<file path="config.mk">
export PLATFORM = sky130hd
export DESIGN_NAME = grid_face_connectivity_generator
export DESIGN_NICKNAME = d
export VERILOG_FILES = /design/src/hw/rtl/gfc_pkg.sv /design/src/hw/rtl/grid_face_connectivity_generator.sv /design/src/hw/rtl/gfc_seq.sv
export SDC_FILE = /design/constraint.sdc
export NUM_CORES = 1
export LEC_CHECK = 0
export BUFFER_PORTS_ARGS = -buffer_cell sky130_fd_sc_hd__buf_2
export CORE_UTILIZATION = 61
export CTS_CLUSTER_DIAMETER = 150
export DETAILED_ROUTE_END_ITERATION = 8
export PLACE_DENSITY = 0.93
export RECOVER_POWER = 50
export SYNTH_ARGS = -nofsm -noshare
export SYNTH_HDL_FRONTEND = slang
export SYNTH_SLANG_ARGS = --single-unit
</file>
<file path="constraint.sdc">
create_clock -name clk -period 7.7 [get_ports clk]
set_input_delay 0 -clock clk [delete_from_list [all_inputs] [get_ports clk]]
set_output_delay 0 -clock clk [all_outputs]
set_load 0.05 [all_outputs]
</file>
<file path="src/hw/rtl/gfc_pkg.sv">
// ----------------------------------------------------------------------------
// gfc_pkg: shared types and constants
// Field widths, register indexes and the face record for the face
// connectivity generator.
// ----------------------------------------------------------------------------
package gfc_pkg;

  // fixed field widths
  localparam int FACE_W = 22;
  localparam int CELL_W = 20;
  localparam int SIZE_REG_W = 11;
  localparam int CFG_IDX_W = 2;

  // default largest grid extent per axis
  localparam int DEF_MAX_CELLS_PER_AXIS = 1024;

  // register indexes
  localparam logic [CFG_IDX_W-1:0] REG_CELLS_X = 2'd0;
  localparam logic [CFG_IDX_W-1:0] REG_CELLS_Y = 2'd1;

  // one emitted face
  typedef struct packed {
    logic [FACE_W-1:0] face_index;
    logic [CELL_W-1:0] owner_cell;
    logic [CELL_W-1:0] neighbor_cell;
    logic              neighbor_valid;
    logic              horizontal;
    logic              normal_negative;
    logic              half_distance;
    logic              last_face;
  } face_t;

endpackage

</file>
<file path="src/hw/rtl/grid_face_connectivity_generator.sv">
// ----------------------------------------------------------------------------
// grid_face_connectivity_generator: structured grid face walker
// Emits the faces of a cells_x by cells_y grid with owner and neighbor cells.
// ----------------------------------------------------------------------------
// Each accepted input word yields exactly one face word, one per clock cycle
// sustained: the face is decoded from the walk position in a single stage and
// lands in the output register, and a new word is taken whenever that register
// is empty or being drained. Vertical faces come first, row by row (cells_x+1
// per row), then horizontal faces (cells_x per row, cells_y+1 rows); the final
// face carries tlast and the walk wraps to face zero. A restart bit set in the
// input word emits face zero. Register writes (cells_x, cells_y; zero acts as
// one, values above MAX_CELLS_PER_AXIS are clamped) also return the walk to
// face zero and must be made while no face is outstanding.
module grid_face_connectivity_generator #(
  parameter int MAX_CELLS_PER_AXIS = gfc_pkg::DEF_MAX_CELLS_PER_AXIS
) (
  input  logic                           clk,
  input  logic                           rst,
  // input stream
  input  logic                           s_tvalid,
  output logic                           s_tready,
  input  logic [7:0]                     s_tdata,   // [0] restart
  // output stream
  output logic                           m_tvalid,
  input  logic                           m_tready,
  // [21:0] face_index, [41:22] owner_cell, [61:42] neighbor_cell,
  // [62] neighbor_valid, [63] normal_negative, [64] half_distance
  output logic [71:0]                    m_tdata,
  output logic                           m_tuser,   // [0] horizontal
  output logic                           m_tlast,   // last_face
  // register writes
  input  logic                           cfg_valid,
  output logic                           cfg_ready,
  input  logic [gfc_pkg::CFG_IDX_W-1:0]  cfg_index,
  input  logic [gfc_pkg::SIZE_REG_W-1:0] cfg_data
);

  localparam int MAX_W = $clog2(MAX_CELLS_PER_AXIS + 1);
  localparam int SZ_W  = (MAX_W > gfc_pkg::SIZE_REG_W) ? MAX_W : gfc_pkg::SIZE_REG_W;
  localparam logic [SZ_W-1:0] MAX_SZ = SZ_W'(MAX_CELLS_PER_AXIS);

  logic [gfc_pkg::SIZE_REG_W-1:0] cells_x;
  logic [gfc_pkg::SIZE_REG_W-1:0] cells_y;
  logic [SZ_W-1:0]                nx;
  logic [SZ_W-1:0]                ny;
  logic                           cfg_hit;
  logic                           s_accept;
  gfc_pkg::face_t                 cur_face;
  gfc_pkg::face_t                 out_face;
  logic                           out_valid;

  // register port
  assign cfg_ready = 1'b1;
  assign cfg_hit   = cfg_valid &&
                     (cfg_index == gfc_pkg::REG_CELLS_X || cfg_index == gfc_pkg::REG_CELLS_Y);

  always_ff @(posedge clk) begin
    if (rst) begin
      cells_x <= gfc_pkg::SIZE_REG_W'(1);
      cells_y <= gfc_pkg::SIZE_REG_W'(1);
    end else if (cfg_valid) begin
      unique case (cfg_index)
        gfc_pkg::REG_CELLS_X: cells_x <= cfg_data;
        gfc_pkg::REG_CELLS_Y: cells_y <= cfg_data;
        default: ;
      endcase
    end
  end

  // effective sizes
  always_comb begin
    nx = SZ_W'(cells_x);
    ny = SZ_W'(cells_y);
    if (cells_x == '0) nx = SZ_W'(1);
    else if (SZ_W'(cells_x) > MAX_SZ) nx = MAX_SZ;
    if (cells_y == '0) ny = SZ_W'(1);
    else if (SZ_W'(cells_y) > MAX_SZ) ny = MAX_SZ;
  end

  // handshake
  assign s_tready = !out_valid || m_tready;
  assign s_accept = s_tvalid && s_tready;

  gfc_seq #(
    .SZ_W               (SZ_W)
  ) u_seq (
    .clk     (clk),
    .rst     (rst),
    .clear   (cfg_hit),
    .advance (s_accept),
    .restart (s_tdata[0]),
    .nx      (nx),
    .ny      (ny),
    .face    (cur_face)
  );

  // output register
  always_ff @(posedge clk) begin
    if (rst) begin
      out_valid <= 1'b0;
    end else if (s_accept) begin
      out_valid <= 1'b1;
    end else if (m_tready) begin
      out_valid <= 1'b0;
    end
  end

  always_ff @(posedge clk) begin
    if (s_accept) begin
      out_face <= cur_face;
    end
  end

  assign m_tvalid = out_valid;
  assign m_tdata  = {7'd0, out_face.half_distance, out_face.normal_negative,
                     out_face.neighbor_valid, out_face.neighbor_cell,
                     out_face.owner_cell, out_face.face_index};
  assign m_tuser  = out_face.horizontal;
  assign m_tlast  = out_face.last_face;

  // interior faces carry a neighbor and full spacing, boundary faces the reverse
  assert property (@(posedge clk) disable iff (rst)
    out_valid |-> (out_face.neighbor_valid != out_face.half_distance))
    else $error("face word mixes interior and boundary flags");

  // the last face is a top boundary horizontal face
  assert property (@(posedge clk) disable iff (rst)
    out_valid && out_face.last_face |-> out_face.horizontal && !out_face.neighbor_valid
                                        && !out_face.normal_negative)
    else $error("last face is not a top boundary face");

  // a restart word yields face zero
  assert property (@(posedge clk) disable iff (rst)
    s_accept && s_tdata[0] |=> out_valid && (out_face.face_index == '0))
    else $error("restart did not emit face zero");

endmodule

</file>
<file path="src/hw/rtl/gfc_seq.sv">
// ----------------------------------------------------------------------------
// gfc_seq: face sequencer
// Holds the face walk position and decodes the current face from it; the
// position advances on each accepted word.
// ----------------------------------------------------------------------------
module gfc_seq #(
  parameter int SZ_W = 11
) (
  input  logic                clk,
  input  logic                rst,
  input  logic                clear,
  input  logic                advance,
  input  logic                restart,
  input  logic [SZ_W-1:0]     nx,
  input  logic [SZ_W-1:0]     ny,
  output gfc_pkg::face_t      face
);

  localparam int RB_W = 2 * SZ_W;

  // walk position
  logic [SZ_W-1:0]           column;
  logic [SZ_W-1:0]           row;
  logic                      phase;
  logic [gfc_pkg::FACE_W-1:0] face_count;
  logic [RB_W-1:0]           row_base;

  logic [SZ_W-1:0]           column_next;
  logic [SZ_W-1:0]           row_next;
  logic                      phase_next;
  logic [gfc_pkg::FACE_W-1:0] face_count_next;
  logic [RB_W-1:0]           row_base_next;

  // position seen by this word, after an optional restart
  logic [SZ_W-1:0]           col_w;
  logic [SZ_W-1:0]           row_w;
  logic                      ph_w;
  logic [gfc_pkg::FACE_W-1:0] fc_w;
  logic [RB_W-1:0]           rb_w;

  logic [SZ_W:0]             col_inc;
  logic [SZ_W:0]             row_inc;
  logic [RB_W-1:0]           nx_w;
  logic [RB_W-1:0]           owner_w;
  logic [RB_W-1:0]           nb_w;
  logic                      nbv;
  logic                      neg;
  logic                      half;
  logic                      last;

  assign col_w = restart ? '0 : column;
  assign row_w = restart ? '0 : row;
  assign ph_w  = restart ? 1'b0 : phase;
  assign fc_w  = restart ? '0 : face_count;
  assign rb_w  = restart ? '0 : row_base;

  assign col_inc = {1'b0, col_w} + 1'b1;
  assign row_inc = {1'b0, row_w} + 1'b1;
  assign nx_w    = RB_W'(nx);

  // face decode
  always_comb begin
    owner_w = '0;
    nb_w    = '0;
    nbv     = 1'b0;
    neg     = 1'b0;
    half    = 1'b0;
    last    = 1'b0;
    if (!ph_w) begin
      if (col_w == '0) begin
        owner_w = rb_w;
        neg     = 1'b1;
        half    = 1'b1;
      end else if (col_w >= nx) begin
        owner_w = rb_w + nx_w - 1'b1;
        half    = 1'b1;
      end else begin
        owner_w = rb_w + RB_W'(col_w) - 1'b1;
        nb_w    = rb_w + RB_W'(col_w);
        nbv     = 1'b1;
      end
    end else begin
      if (row_w == '0) begin
        owner_w = RB_W'(col_w);
        neg     = 1'b1;
        half    = 1'b1;
      end else if (row_w >= ny) begin
        owner_w = rb_w - nx_w + RB_W'(col_w);
        half    = 1'b1;
        last    = (col_inc >= {1'b0, nx});
      end else begin
        owner_w = rb_w - nx_w + RB_W'(col_w);
        nb_w    = rb_w + RB_W'(col_w);
        nbv     = 1'b1;
      end
    end
  end

  assign face.face_index      = fc_w;
  assign face.owner_cell      = owner_w[gfc_pkg::CELL_W-1:0];
  assign face.neighbor_cell   = nb_w[gfc_pkg::CELL_W-1:0];
  assign face.neighbor_valid  = nbv;
  assign face.horizontal      = ph_w;
  assign face.normal_negative = neg;
  assign face.half_distance   = half;
  assign face.last_face       = last;

  // next position
  always_comb begin
    column_next     = col_w;
    row_next        = row_w;
    phase_next      = ph_w;
    face_count_next = fc_w;
    row_base_next   = rb_w;
    if (last) begin
      column_next     = '0;
      row_next        = '0;
      phase_next      = 1'b0;
      face_count_next = '0;
      row_base_next   = '0;
    end else begin
      face_count_next = fc_w + 1'b1;
      column_next     = col_inc[SZ_W-1:0];
      if (!ph_w) begin
        if (col_inc > {1'b0, nx}) begin
          column_next   = '0;
          row_next      = row_inc[SZ_W-1:0];
          row_base_next = rb_w + nx_w;
          if (row_inc >= {1'b0, ny}) begin
            row_next      = '0;
            row_base_next = '0;
            phase_next    = 1'b1;
          end
        end
      end else begin
        if (col_inc >= {1'b0, nx}) begin
          column_next   = '0;
          row_next      = row_inc[SZ_W-1:0];
          row_base_next = rb_w + nx_w;
        end
      end
    end
  end

  // position registers
  always_ff @(posedge clk) begin
    if (rst || clear) begin
      column     <= '0;
      row        <= '0;
      phase      <= 1'b0;
      face_count <= '0;
      row_base   <= '0;
    end else if (advance) begin
      column     <= column_next;
      row        <= row_next;
      phase      <= phase_next;
      face_count <= face_count_next;
      row_base   <= row_base_next;
    end
  end

  // the walk never runs past the last row of horizontal faces
  assert property (@(posedge clk) disable iff (rst)
    phase |-> (row <= ny))
    else $error("gfc_seq: row beyond grid in horizontal phase");

  // vertical faces never see the row counter reach the row count
  assert property (@(posedge clk) disable iff (rst)
    !phase |-> (row < ny) && (column <= nx))
    else $error("gfc_seq: position outside grid in vertical phase");

  // a wrap after the last face returns to face zero
  assert property (@(posedge clk) disable iff (rst)
    advance && !clear && last |=> (face_count == '0) && !phase)
    else $error("gfc_seq: no wrap after last face");

endmodule

</file>
Yosys cells after proc, flatten, opt, wreduce, memory -nomap -nowiden
Index checks and enable logic that the tools add are counted.
{"block": "classes", "addsub": 9, "n_mul": 0, "div": 0, "magnitude_cmp": 7, "n_eq_ne": 1, "n_shift": 0, "muxes": 55, "bitwise_logic": 0, "reduce_logical": 14}
{"cell": "20-bit 2-to-1 mux", "n": 9}
{"cell": "22-bit 2-to-1 mux", "n": 8}
{"cell": "11-bit 2-to-1 mux", "n": 15}
{"cell": "11-bit logical NOT", "n": 4}
{"cell": "20-bit by 11-bit adder with 20-bit output", "n": 2}
{"cell": "20-bit by 1-bit subtractor with 20-bit output (second input constant)", "n": 2}
{"cell": "11-bit by 1-bit adder with 12-bit output (second input constant)", "n": 2}
{"cell": "12-bit by 11-bit greater-or-equal comparator with 1-bit output", "n": 2}
{"cell": "1-bit 2-to-1 mux", "n": 23}
{"cell": "22-bit by 1-bit adder with 22-bit output (second input constant)", "n": 1}
{"cell": "22-bit by 11-bit adder with 22-bit output", "n": 1}
{"cell": "11-bit greater-or-equal comparator", "n": 2}
{"cell": "11-bit greater-than comparator (second input constant)", "n": 2}
{"cell": "20-bit by 11-bit subtractor with 20-bit output", "n": 1}
{"cell": "12-bit by 11-bit greater-than comparator with 1-bit output", "n": 1}
{"cell": "2-bit AND reduction", "n": 2}
{"cell": "1-bit logical OR", "n": 3}
{"cell": "2-bit by 1-bit equality test with 1-bit output (second input constant)", "n": 1}
{"cell": "1-bit logical AND", "n": 2}
{"cell": "2-bit logical NOT", "n": 1}
{"cell": "2-bit nonzero test", "n": 1}
{"cell": "1-bit logical NOT", "n": 1}
{"block": "totals", "reg_bits": 157, "latch_bits": 0, "ram_bits": 0, "mem_bits_ro": 0, "out_inout_bits": 77, "n_memories": 0}

Longest topological paths before layout
Gate-level depths: netlist of run 1.
{"block": "depth", "ltp_word": 8, "mapped_depth": 24, "ltp_nobuf": 19}

Modules after synthesis
Synthesis of run 1 repeated with hierarchy kept, for this count alone.
{"block": "hier_totals", "cells_unflattened": 1476, "hier_area_um2": 12555.8}
{"module": "gfc_seq", "instances": 1, "cells_per_inst": 1289, "area_per_inst_um2": 9449.1, "seq_area_each_um2": 1301.2}
{"module": "grid_face_connectivity_generator", "instances": 1, "cells_per_inst": 187, "area_per_inst_um2": 3106.7, "seq_area_each_um2": 2472.4}

Worst setup path before layout of run 1
OpenSTA, ideal clock, no wires.
{"block": "synth_path", "path_kind": "input to register", "from": "in s_tdata[0]", "to": "reg u_seq.row_base[5]", "arrival_time_ps": 4540, "slack_ps": 3095, "stages": 24, "cell_sequence": "inv_1 clkbuf_1 buf_1 clkbuf_1 nand2_1 inv_1 ha_1 nand3_1 nor3_1 and3_1 nand3_1 xnor2_1 ha_1 nand3_1 or3_1 a21o_1 o211ai_1 o41ai_1 o21a_1 clkbuf_1 nor2_2 buf_2 a22oi_1 nor2_1"}
{"block": "synth_between", "elab_chain_len": 7, "word_cells_on_any_way": 20, "classes_between": "add/sub (3); order compare (4); mux (12); reduce/logical (1)"}
{"item": "from (decl)", "line_no": "grid_face_connectivity_generator.sv:22", "text": "input logic [7:0] s_tdata,"}
{"item": "11-bit 2-to-1 mux (on tied branches)", "line_no": "gfc_seq.sv:52, gfc_seq.sv:51"}
{"item": "11-bit by 1-bit adder with 12-bit output (on tied branches)", "line_no": "gfc_seq.sv:58, gfc_seq.sv:57"}
{"item": "12-bit by 11-bit greater-or-equal comparator with 1-bit output (on tied branches)", "line_no": "gfc_seq.sv:129, gfc_seq.sv:90, gfc_seq.sv:136"}
{"item": "22-bit 2-to-1 mux / 1-bit 2-to-1 mux (equally long branches)", "line_no": "gfc_seq.sv:129, gfc_seq.sv:87"}
{"item": "22-bit 2-to-1 mux / 1-bit 2-to-1 mux (equally long branches)", "line_no": "gfc_seq.sv:125, gfc_seq.sv:83"}
{"item": "22-bit 2-to-1 mux / 1-bit 2-to-1 mux (equally long branches)", "line_no": "gfc_seq.sv:124, gfc_seq.sv:69"}
{"item": "22-bit 2-to-1 mux *", "line_no": "gfc_seq.sv:115", "text": "if (last) begin"}
{"item": "to (signal assigned)", "line_no": "gfc_seq.sv:158", "text": "row_base <= row_base_next;"}
{"item": "to (decl)", "line_no": "gfc_seq.sv:26", "text": "logic [RB_W-1:0] row_base;"}
Mark *: on every way between the ends. The rest lies on a longest branch, timed or not.
A chain may end at the register's enable or synchronous reset.

Worst setup path after layout of run 1
{"block": "layout_path", "from": "reg out_valid (netlist: m_tvalid)", "to": "reg u_seq.face_count[2] (netlist name)"}
{"block": "layout_between", "elab_chain_len": 3}
{"item": "from (decl)", "line_no": "grid_face_connectivity_generator.sv:50", "text": "logic out_valid;"}
{"item": "from (signal assigned)", "line_no": "grid_face_connectivity_generator.sv:100", "text": "out_valid <= 1'b0;"}
{"item": "from (signal assigned)", "line_no": "grid_face_connectivity_generator.sv:102", "text": "out_valid <= 1'b1;"}
{"item": "from (signal assigned)", "line_no": "grid_face_connectivity_generator.sv:104", "text": "out_valid <= 1'b0;"}
{"item": "1-bit logical NOT", "line_no": "grid_face_connectivity_generator.sv:81", "text": "assign s_tready = !out_valid || m_tready;"}
{"item": "1-bit logical OR", "line_no": "grid_face_connectivity_generator.sv:81"}
{"item": "1-bit logical AND", "line_no": "grid_face_connectivity_generator.sv:82", "text": "assign s_accept = s_tvalid && s_tready;"}
{"item": "to (signal assigned)", "line_no": "gfc_seq.sv:157", "text": "face_count <= face_count_next;"}
{"item": "to (decl)", "line_no": "gfc_seq.sv:25", "text": "logic [gfc_pkg::FACE_W-1:0] face_count;"}
Every way passes these cells.

==> impl_results.md, run 1 <==
- FMAX: 167.5 MHz
- Io pins: 103
- Initial antenna violation count: 0
- Site row count: 50
- Status: finished, violations left
- Register area share after synthesis: 0.3183
- CP Capture Type: flip-flop
- Final Hold Fails: 0
- Mapped Cells: 1410
- Post-layout util: 0.6954
- Internal Power: 1.516 mW
- Failing checks: max-capacitance violations, max-slew violations
- Clk buf depth: 2
- Die Wd: 141.4 um
- NetSw: 0.7820 mW
- Gate power share: 0.233
- Grt ovf: 0
- Most used DFF post-synth: dfxtp_1
- Final WL: 33.40 mm
- Die area: 0.01999 mm2
- Non-filler cells, final: 1759
- Layout net count: 1633
- Max VDD drop: 0.1821 mV
- Power Dens Cells: 174.9 mW/mm2
- Yosys Warn Count: 0
- Critical path required time: 8.01 ns
- CTS tree: built
- First-pass GRT wire length: 53.06 mm
- Pre-antenna DRT Iters: 6
- Final setup vio count: 0
- Post-synth EDFFs: 67
- RSZ-0062 raised after global routing: false
- Htree depth: 4
- CP startpoint kind: flip-flop
- DR iter-0 viols: 1346
- Total GRT Usage: 0.3366
- Tmin final: 5.969 ns
- Initial Util: 0.6274
- R2r setup slk: 1.73 ns
- Crit Path Max Fanout: 57
- Hold Path Class: input pin to flip-flop
- Synth-to-Final Area Change: 10.84%
- Switching Fraction: 0.3402
- Post-Synthesis Cell Area: 0.01185 mm2
- CTS clk-pin slew, worst paths: 0.07 ns
- Largest net degree at the start of global routing: 64
- Reported max-cap violation count: 2
- DPL Wire Length: 22.62 mm
- Setup TNS: 0 ns
- Worst hold slack: 0.04520 ns
- Fin crit share: 0.7752
- Clock power share: 0.375
- Vias in the first global route: 10774
- Proportion of layout cells with a drive suffix above 1: 0.05470
- Core area: 0.01889 mm2
- Post-CTS resize count: 0
- Worst skew pair latency: 0.45 ns
- Vias: 11258
- Register bit total from synthesis: 155
- CTS buffer count: 17
- Clock net sink count: 155
- Flop pwr share: 0.392
- Worst setup path category: flip-flop to flip-flop
- Overall power: 2.298 mW
- Port bufs: 87
- Critical path arrival: 6.28 ns
- Setup Skew: 0.009740 ns
- Least-Margin Pin Slew: 1.979 ns
- DR WL/cell: 18.99 um
- Root Buffer: clkbuf_16
- Syn Area/Cell: 8.407 um2
- Max transition margin: -0.3196
- Unique masters post-synth: 84
- Pleak: 5.602 nW
- # DRC: 0
- Routability cong.: 0.9805
- Commonest cells after routing, fill and taps aside: 158 x nor2_1, 112 x nand2_1, 108 x ha_1
- Slew Viols, Final: 79
- Chip Height: 141.4 um
- Number of antenna cells inserted: 0
- Commonest non-fill, non-tap cell in the layout: nor2_1
- Post-Place Cells: 1710
- Vias per cell: 6.400
- Routed Antenna Nets: 0
- Fraction of registers with async set/reset: 0
synthesized netlist by cell type (8+ instances only):
cell	number	area [um2]
dfxtp_1	88	1762
xnor2_1	64	560.5
or3_1	10	62.56
nand3b_1	13	97.59
a22oi_1	34	255.2
nand4_1	11	68.82
buf_4	8	60.06
clkbuf_1	52	195.2
a211oi_1	11	82.58
a21oi_1	97	485.5
edfxtp_1	67	2012
o211ai_1	12	90.09
ha_1	108	1351
nor4_1	18	112.6
nor2_1	158	593.1
inv_1	86	322.8
o21ai_0	57	285.3
nor3_1	38	190.2
fa_1	13	260.3
o21a_1	12	90.09
nand2b_1	14	87.58
nand3_1	45	225.2
mux2i_1	23	230.2
a31oi_1	16	100.1
and3_1	24	150.1
nor2b_1	51	319.1
nand2_1	112	420.4
a21o_1	31	232.7
xor2_1	20	175.2
cell type report:
type                       count  area (um2)
inverter                      90       339.1
fill                        1420        5754
clock inverter                14       173.9
clock buffer                  18       429.2
sequential                   155        3774
timing repair buffer         116       600.6
multi-input combinational   1106        7497
tap                          260       325.3
flip-flops by register name, summed over array words and instances (netlist names):
name / count
cells_x: 11
cells_y: 11
m_tdata: 65
m_tlast: 1
m_tuser: 1
m_tvalid: 1
u_seq.column: 11
u_seq.face_count: 22
u_seq.phase: 1
u_seq.row: 11
u_seq.row_base: 20
worst max-delay path: stages (launching register included):
cell and delay [ns]:
dfxtp_1 0.34, nand2b_1 0.09, nand2_1 0.08, clkbuf_1 1.41, clkinvlp_2 2.17, clkbuf_2 1.05
nand2_1 0.25, nor2_1 0.06, a21oi_1 0.11, nor2_1 0.05, a21oi_1 0.13, nor2_1 0.06
layer usage:
metal  GRT usage  wire [um]  vias to the layer above  share of wire
li1            -          -                     5169              -
met1      0.4202      12900                     5211           0.39
met2      0.5464      15420                      750           0.46
met3     0.07222       3657                      128           0.11
met4      0.1811       1425                        0          0.043
met5           0          0                        -              0
kinds of logic after synthesis:
group	share of synthesized area
adder cells (fa/ha/maj)	0.1360
AO/OA/AOI/OAI	0.1915
buffers and inverters	0.05193
XOR/XNOR	0.06344
AND/OR/NAND/NOR	0.2167
flip-flops	0.3183
other	0.0006335
multiplexers	0.02153
path summary, 6_finish.rpt:
| check | start | to | depth (start not counted) |
|---|---|---|---|
| max | m_tvalid | u_seq.face_count[2] | 11 |
| min | cfg_index[1] | cells_y[1] | 4 |
| max reg2reg | m_tvalid | u_seq.face_count[2] | 11 |
| min reg2reg | u_seq.face_count[1] | u_seq.face_count[1] | 2 |
through the flow:
stage,setup slack (ns),cell area [um2]
floorplan,3.095,11880
finish,1.731,13140
CTS,2.115,13230
global route,1.215,13140
detailed placement,2.260,12460
global placement,2.420,12460
what timing repair did:
item,CTS,global route
setup buffers,0,0
hold buffers,17,0
endpoints found under the hold margin,23,0
power by group through the flow:
stage | Sequential, mW | Combinational, mW | Clock [mW]
6_report | 0.901 | 0.534 | 0.863
5_1_grt | 0.904 | 0.571 | 0.898
4_1_cts | 0.899 | 0.522 | 0.863
3_5_place_dp | 0.918 | 0.511 | 0
3_3_place_gp | 0.917 | 0.496 | 0
2_1_floorplan | 0.991 | 0.318 | 0
Power figures use the tool's default switching activity.
==> run 2, diff against run 1 <==
ABC_AREA = 1   (was unset)
CORE_UTILIZATION = 56   (was 61)
PLACE_DENSITY = 0.9   (was 0.93)
clock period = 5.4 ns   (was 7.7 ns; I/O delays follow)
==> impl_results.md, run 2 <==
- Status: finished, violations left
- Failing checks: max-capacitance violations, max-slew violations
- Clock net sink count: 155
- Post-Place Setup Slack: 0.8158 ns
- Critical path arrival: 5.19 ns
- CTS tree: built
- Root Buffer: clkbuf_16
- Number of antenna cells inserted: 0
- Io pins: 103
- Clk buf depth: 2
- Fraction of registers with async set/reset: 0
- Multi-input logic area: 0.008133 mm2
- Postcts setup bufs: 0
- DPL Wire Length: 30.08 mm
- FMAX: 205.7 MHz
- Die Wd: 155.7 um
- Most used DFF post-synth: dfxtp_1
- Post-CTS resize count: 0
- DR WL/cell: 16.90 um
- Critical path required time: 5.73 ns
- Synth-to-Final Area Change: 9.809%
- Largest net degree at the start of global routing: 70
- Final Hold Fails: 0
- Max VDD drop: 0.1717 mV
- # DRC: 0
- Proportion of layout cells with a drive suffix above 1: 0.05718
- Post-Place Cells: 2348
- Die area: 0.02424 mm2
- R2R depth: 7
- Hold_sp: cfg_index[1]
- Top-area cell type share of the netlist area: 0.1535
- Layout fillers: 2112
- Fin area: 0.01453 mm2
- Max reg flops: 65
- Internal Power: 2.331 mW
- Htree depth: 4
- Non-filler cells, final: 2394
- Crit path max-delay cell type: clkbuf_1
- Hold Crit Depth: 6
- Power Dens Cells: 266.0 mW/mm2
- Reg2reg start: m_tvalid
- Top post-synthesis cells by count: 541 x nand2_1, 261 x inv_1, 201 x nor2_1
- Routed Antenna Nets: 0
- Hold Path Class: input pin to flip-flop
- Fin crit share: 0.9002
- Clock power share: 0.330
- Least-Margin Pin Slew: 3.294 ns
- Flop pwr share: 0.340
- Post-synth EDFFs: 67
- Site row count: 55
- Leading area contributor after synthesis: nand2_1
- Worst path cell trace: nand2_1 > nand2_2 > clkbuf_1 > inv_4 > clkbuf_4 > o21ai_0 > a21oi_1
- R2r setup slk: 0.54 ns
- Overall power: 3.863 mW
- Setup Skew: 0.01463 ns
- Slew Viols, Final: 63
- Max transition margin: -1.196
- Top-count cell post-synth: nand2_1
- Worst setup path category: flip-flop to flip-flop
- First-pass GRT wire length: 64.11 mm
- Vias: 13774
- Register area share after synthesis: 0.2853
- Yosys Warn Count: 0
- Pleak: 7.063 nW
- RSZ-0062 raised after global routing: false
- Placed cell areas: 0.01388 mm2
- Unique masters post-synth: 48
- Core area: 0.02292 mm2
- CP startpoint kind: flip-flop
- Port bufs: 87
- Vias in the first global route: 12894
- Worst Setup SP: m_tvalid
- CTS buffer count: 17
- Total GRT Usage: 0.3367
- NetSw: 1.532 mW
- Pre-antenna DRT Iters: 7
- Gate power share: 0.330
- Synth area leaders: nand2_1 15%, edfxtp_1 15%, dfxtp_1 13%
- FF/Latch Area: 0.003774 mm2
- CTS clk-pin slew, worst paths: 0.07 ns
- Hold endpoint: cells_x[0]
- Worst skew pair latency: 0.45 ns
- Tmin final: 4.861 ns
- Final setup vio count: 0
- Register bit total from synthesis: 155
- Worst r2r dst: u_seq.row_base[19]
- Worst setup margin: 0.5387 ns
- Vias per cell: 5.754
- Grt ovf: 0
- Post-Synthesis Cell Area: 0.01323 mm2
- Crit Path Max Fanout: 69
- Switching Fraction: 0.3967
- Routability cong.: 0.9635
- Layout net count: 2215
- Final WL: 40.45 mm
- Initial Util: 0.5772
- Syn Area/Cell: 6.640 um2
- DR iter-0 viols: 1587
- Commonest non-fill, non-tap cell in the layout: nand2_1
- CP max stage delay: 2.31 ns
- Initial antenna violation count: 0
- Chip Height: 155.7 um
- Commonest cells after routing, fill and taps aside: 540 x nand2_1, 261 x inv_1, 201 x nor2_1
- Reported max-cap violation count: 1
- Setup TNS: 0 ns
- Mapped Cells: 1992
- CP Capture Type: flip-flop
==> run 2: logic make-up (layout without fill, tap and decap cells) <==
kind of cell    Yosys count  in the layout  share of synthesized area
other cells               2              8                  0.0005677
compound gates          334            334                     0.1333
flops                   155            155                     0.2853
buf+inv                 339            422                     0.1018
simple gates            992            992                     0.3248
xor+xnor                 49             49                    0.03244
fa+ha+maj               121            121                     0.1218
==> run 2: metrics by stage <==
stage | hold slack [ns] | utilization
after floorplan | 0.1132 | -
after global placement | 0.2324 | 0.6056
after detailed placement | 0.2345 | 0.6056
after CTS | 0.03802 | 0.6380
after global routing | 0.1475 | 0.6339
final | 0.05325 | 0.6339
==> run 2: cell type report <==
type	count	area share
tap	313	0.02696
inverter	274	0.07098
timing repair buffer	116	0.04083
sequential	155	0.2598
multi-input combinational	1504	0.5599
clock buffer	17	0.02929
clock inverter	15	0.01223
==> run 2: worst max path at each step <==
stage	end	slack (ns)	cells after the start
2_1_floorplan	m_tdata[0]	1.37	5
3_3_place_gp	m_tdata[40]	1.02	25
3_5_place_dp	m_tdata[40]	0.82	25
4_1_cts	m_tdata[40]	0.79	25
5_1_grt	u_seq.row_base[17]	0.16	7
6_report	u_seq.row_base[19]	0.54	7
==> run 2: repair_timing <==
item	CTS	global route
hold endpoints to repair	23	0
setup endpoints to repair	0	0
hold buffers	14	0
==> run 2: critical path, delay by kind of cell, from the launching register on <==
kind / cells / cell delay (ns)
AO/OA/AOI/OAI: 2 / 0.40
AND/OR/NAND/NOR: 2 / 0.15
flip-flops: 1 / 0.33
buffers and inverters: 3 / 3.82
==> run 2: power by group through the flow <==
| stage | clock network [mW] | logic (mW) | registers [mW] |
|---|---|---|---|
| 4_1_cts | 1.27 | 1.25 | 1.31 |
| 5_1_grt | 1.32 | 1.38 | 1.32 |
| 3_3_place_gp | 0 | 1.20 | 1.34 |
| 6_report | 1.27 | 1.27 | 1.31 |
| 3_5_place_dp | 0 | 1.23 | 1.34 |
| 2_1_floorplan | 0 | 0.808 | 1.46 |
==> run 2: per-layer routing <==
layer	GRT usage	wire, um
met1	0.4300	16460
met2	0.5505	18640
met3	0.05444	3633
met4	0.1709	1721
met5	0	0
==> run 3, diff against run 2 <==
GPL_TIMING_DRIVEN = 0   (was unset)
SKIP_LAST_GASP = 1   (was unset)
==> impl_results.md, run 3 (same netlist as run 2, synthesis figures left out) <==
- Pleak: 7.165 nW
- Vias per cell: 5.805
- Pre-antenna DRT Iters: 6
- WP buf/inv: 8
- Total GRT Usage: 0.3595
- Synth-to-Final Area Change: 11.48%
- Root Buffer: clkbuf_16
- Setup Skew: 0.01874 ns
- Die Wd: 155.7 um
- Postcts setup bufs: 0
- Routed Antenna Nets: 0
- Power Dens Cells: 264.9 mW/mm2
- Worst r2r dst: m_tdata[40]
- Site row count: 55
- Worst path cell trace: buf_2 > inv_1 > clkbuf_1 > buf_6 > clkbuf_1 > nand2_1 > inv_1 > ha_1 > inv_1 > nand2_1 > a21oi_1 > xor2_1 > nand2_1 > nand2_1 > nand2_1 > nor2_2 > nand3_1 > inv_1 > nand2_1 > nand2_1 > nand3_1 > nand2_1 > nand2_1
- Grt ovf: 0
- Post-layout util: 0.6435
- Slew Viols, Final: 31
- DPL Wire Length: 33.18 mm
- CTS clk-pin slew, worst paths: 0.07 ns
- Port bufs: 87
- Setup TNS: 0 ns
- FMAX: 195.9 MHz
- Worst Setup SP: s_tdata[0]
- Crit Path Max Fanout: 10
- Initial Util: 0.5772
- Core area: 0.02292 mm2
- Worst skew pair latency: 0.46 ns
- Final Hold Fails: 0
- Fin crit share: 0.9453
- R2r setup slk: 0.56 ns
- Die area: 0.02424 mm2
- Critical path required time: 5.59 ns
- Htree depth: 4
- Hold Crit Depth: 5
- Hold endpoint: cells_x[0]
- Hold Path Class: input pin to flip-flop
- First-pass GRT wire length: 67.21 mm
- Delay-heaviest family, CP: buffers and inverters
- Final WL: 43.34 mm
- Status: finished, violations left
- Largest net degree at the start of global routing: 47
- RSZ-0062 raised after global routing: false
- Proportion of layout cells with a drive suffix above 1: 0.06188
- Clock net sink count: 155
- Layout net count: 2267
- DR WL/cell: 17.72 um
- Worst setup path category: input pin to flip-flop
- Crit path max-delay cell type: clkbuf_1
- Layout fillers: 2086
- Max reg flops: 65
- DR iter-0 viols: 1774
- Critical path arrival: 5.30 ns
- Clk buf depth: 2
- CTS tree: built
- Tmin final: 5.104 ns
- Max VDD drop: 0.2003 mV
- Commonest cells after routing, fill and taps aside: 542 x nand2_1, 262 x inv_1, 202 x nor2_1
- Io pins: 103
- Initial antenna violation count: 1
- Max transition margin: -0.1394
- Reported max-cap violation count: 1
- Non-filler cells, final: 2446
- Final setup vio count: 0
- CP startpoint kind: input pin
- CP Capture Type: flip-flop
- Commonest non-fill, non-tap cell in the layout: nand2_1
- CP max stage delay: 0.83 ns
- # DRC: 0
- Number of antenna cells inserted: 0
- Vias: 14198
- Failing checks: max-capacitance violations, max-slew violations
- Vias in the first global route: 13061
- Post-Place Cells: 2399
- CTS buffer count: 17
- Hold_sp: cfg_valid
- R2R depth: 25
- Routability cong.: 1.016
- Post-Place Setup Slack: 0.1296 ns
- Least-Margin Pin Slew: 1.709 ns
- Cell mode on critical path: nand2_1
- Worst setup margin: 0.2956 ns
- Chip Height: 155.7 um
- Reg2reg start: cells_x[5]
-- run 3: changes by cell type in the layout (fill, tap and decap cells not counted), sizes merged --
cell / change
inv: -2
buf: +16
clkinv: +2
bufinv: -2
clkbuf: +35
dlygate4sd3: +1
clkinvlp: +2
-- run 3: worst max path at each step --
| stage | slack (ns) | cells after the start | to |
|---|---|---|---|
| CTS | 0.58 | 25 | m_tdata[40] |
| floorplan | 1.37 | 5 | m_tdata[0] |
| detailed placement | 0.13 | 25 | m_tdata[40] |
| finish | 0.30 | 23 | m_tdata[39] |
| global placement | 0.19 | 25 | u_seq.column[10] |
| global route | 0.05 | 25 | m_tdata[40] |
-- run 3: repair_timing --
action / in CTS / in global routing
gates resized for setup: 0 / 0
hold buffers: 15 / 0
endpoints found under the hold margin: 23 / 0
-- run 3: layer usage --
layer | track usage | vias to the layer above | wire length (um)
li1 | - | 6726 | -
met3 | 0.09444 | 186 | 5197
met1 | 0.4507 | 6354 | 16940
met2 | 0.5689 | 930 | 18880
met5 | 0 | - | 13
met4 | 0.1853 | 2 | 2302
-- run 3: cell type report --
| cell class | instances | area (um2) | share of cell area |
|---|---|---|---|
| Clock buffer | 17 | 425.4 | 0.02885 |
| Timing Repair Buffer | 103 | 516.7 | 0.03504 |
| Multi-Input combinational cell | 1504 | 8125 | 0.5510 |
| Clock inverter | 15 | 176.4 | 0.01196 |
| Buffer | 65 | 309.0 | 0.02096 |
| Tap cell | 313 | 391.6 | 0.02656 |
| Inverter | 274 | 1028 | 0.06974 |
| Sequential cell | 155 | 3774 | 0.2559 |
-- run 3: metrics by stage --
stage	power, mW	hold WS [ns]	instance area (um2)
2_1_floorplan	2.266	0.1132	13250
3_3_place_gp	2.584	0.2348	14080
3_5_place_dp	2.614	0.2417	14100
4_1_cts	3.850	0.005092	14850
5_1_grt	4.048	0.09024	14750
6_report	3.906	0.01577	14750
-- run 3: power breakdown --
part           total (mW)  internal, mW  switching [mW]  leakage, nW
combinational        1.34         0.355           0.984         5.49
sequential           1.31          1.29          0.0260         1.39
clock                1.25         0.624           0.629        0.286
total                3.91          2.27            1.64         7.16
-- run 3: worst register-to-register path: stages, from the launching register on --
cell,delay (ns)
dfxtp_1,0.33
nor4_1,0.33
nand4_1,0.15
nand2_1,0.20
inv_1,0.10
nor2_1,0.41
inv_1,0.23
ha_1,0.33
nand2_1,0.05
nor2_1,0.16
and2_1,0.17
nand2_2,0.10
nand3_2,0.18
buf_4,0.21
nand2_1,0.08
nand2_1,0.08
ha_1,0.17
nand2_1,0.09
nor2_1,0.40
nand3_1,0.23
nor2_1,0.23
nand3_1,0.10
nand2_1,0.07
nand2_1,0.04
nand2_1,0.07
nand2_1,0.06
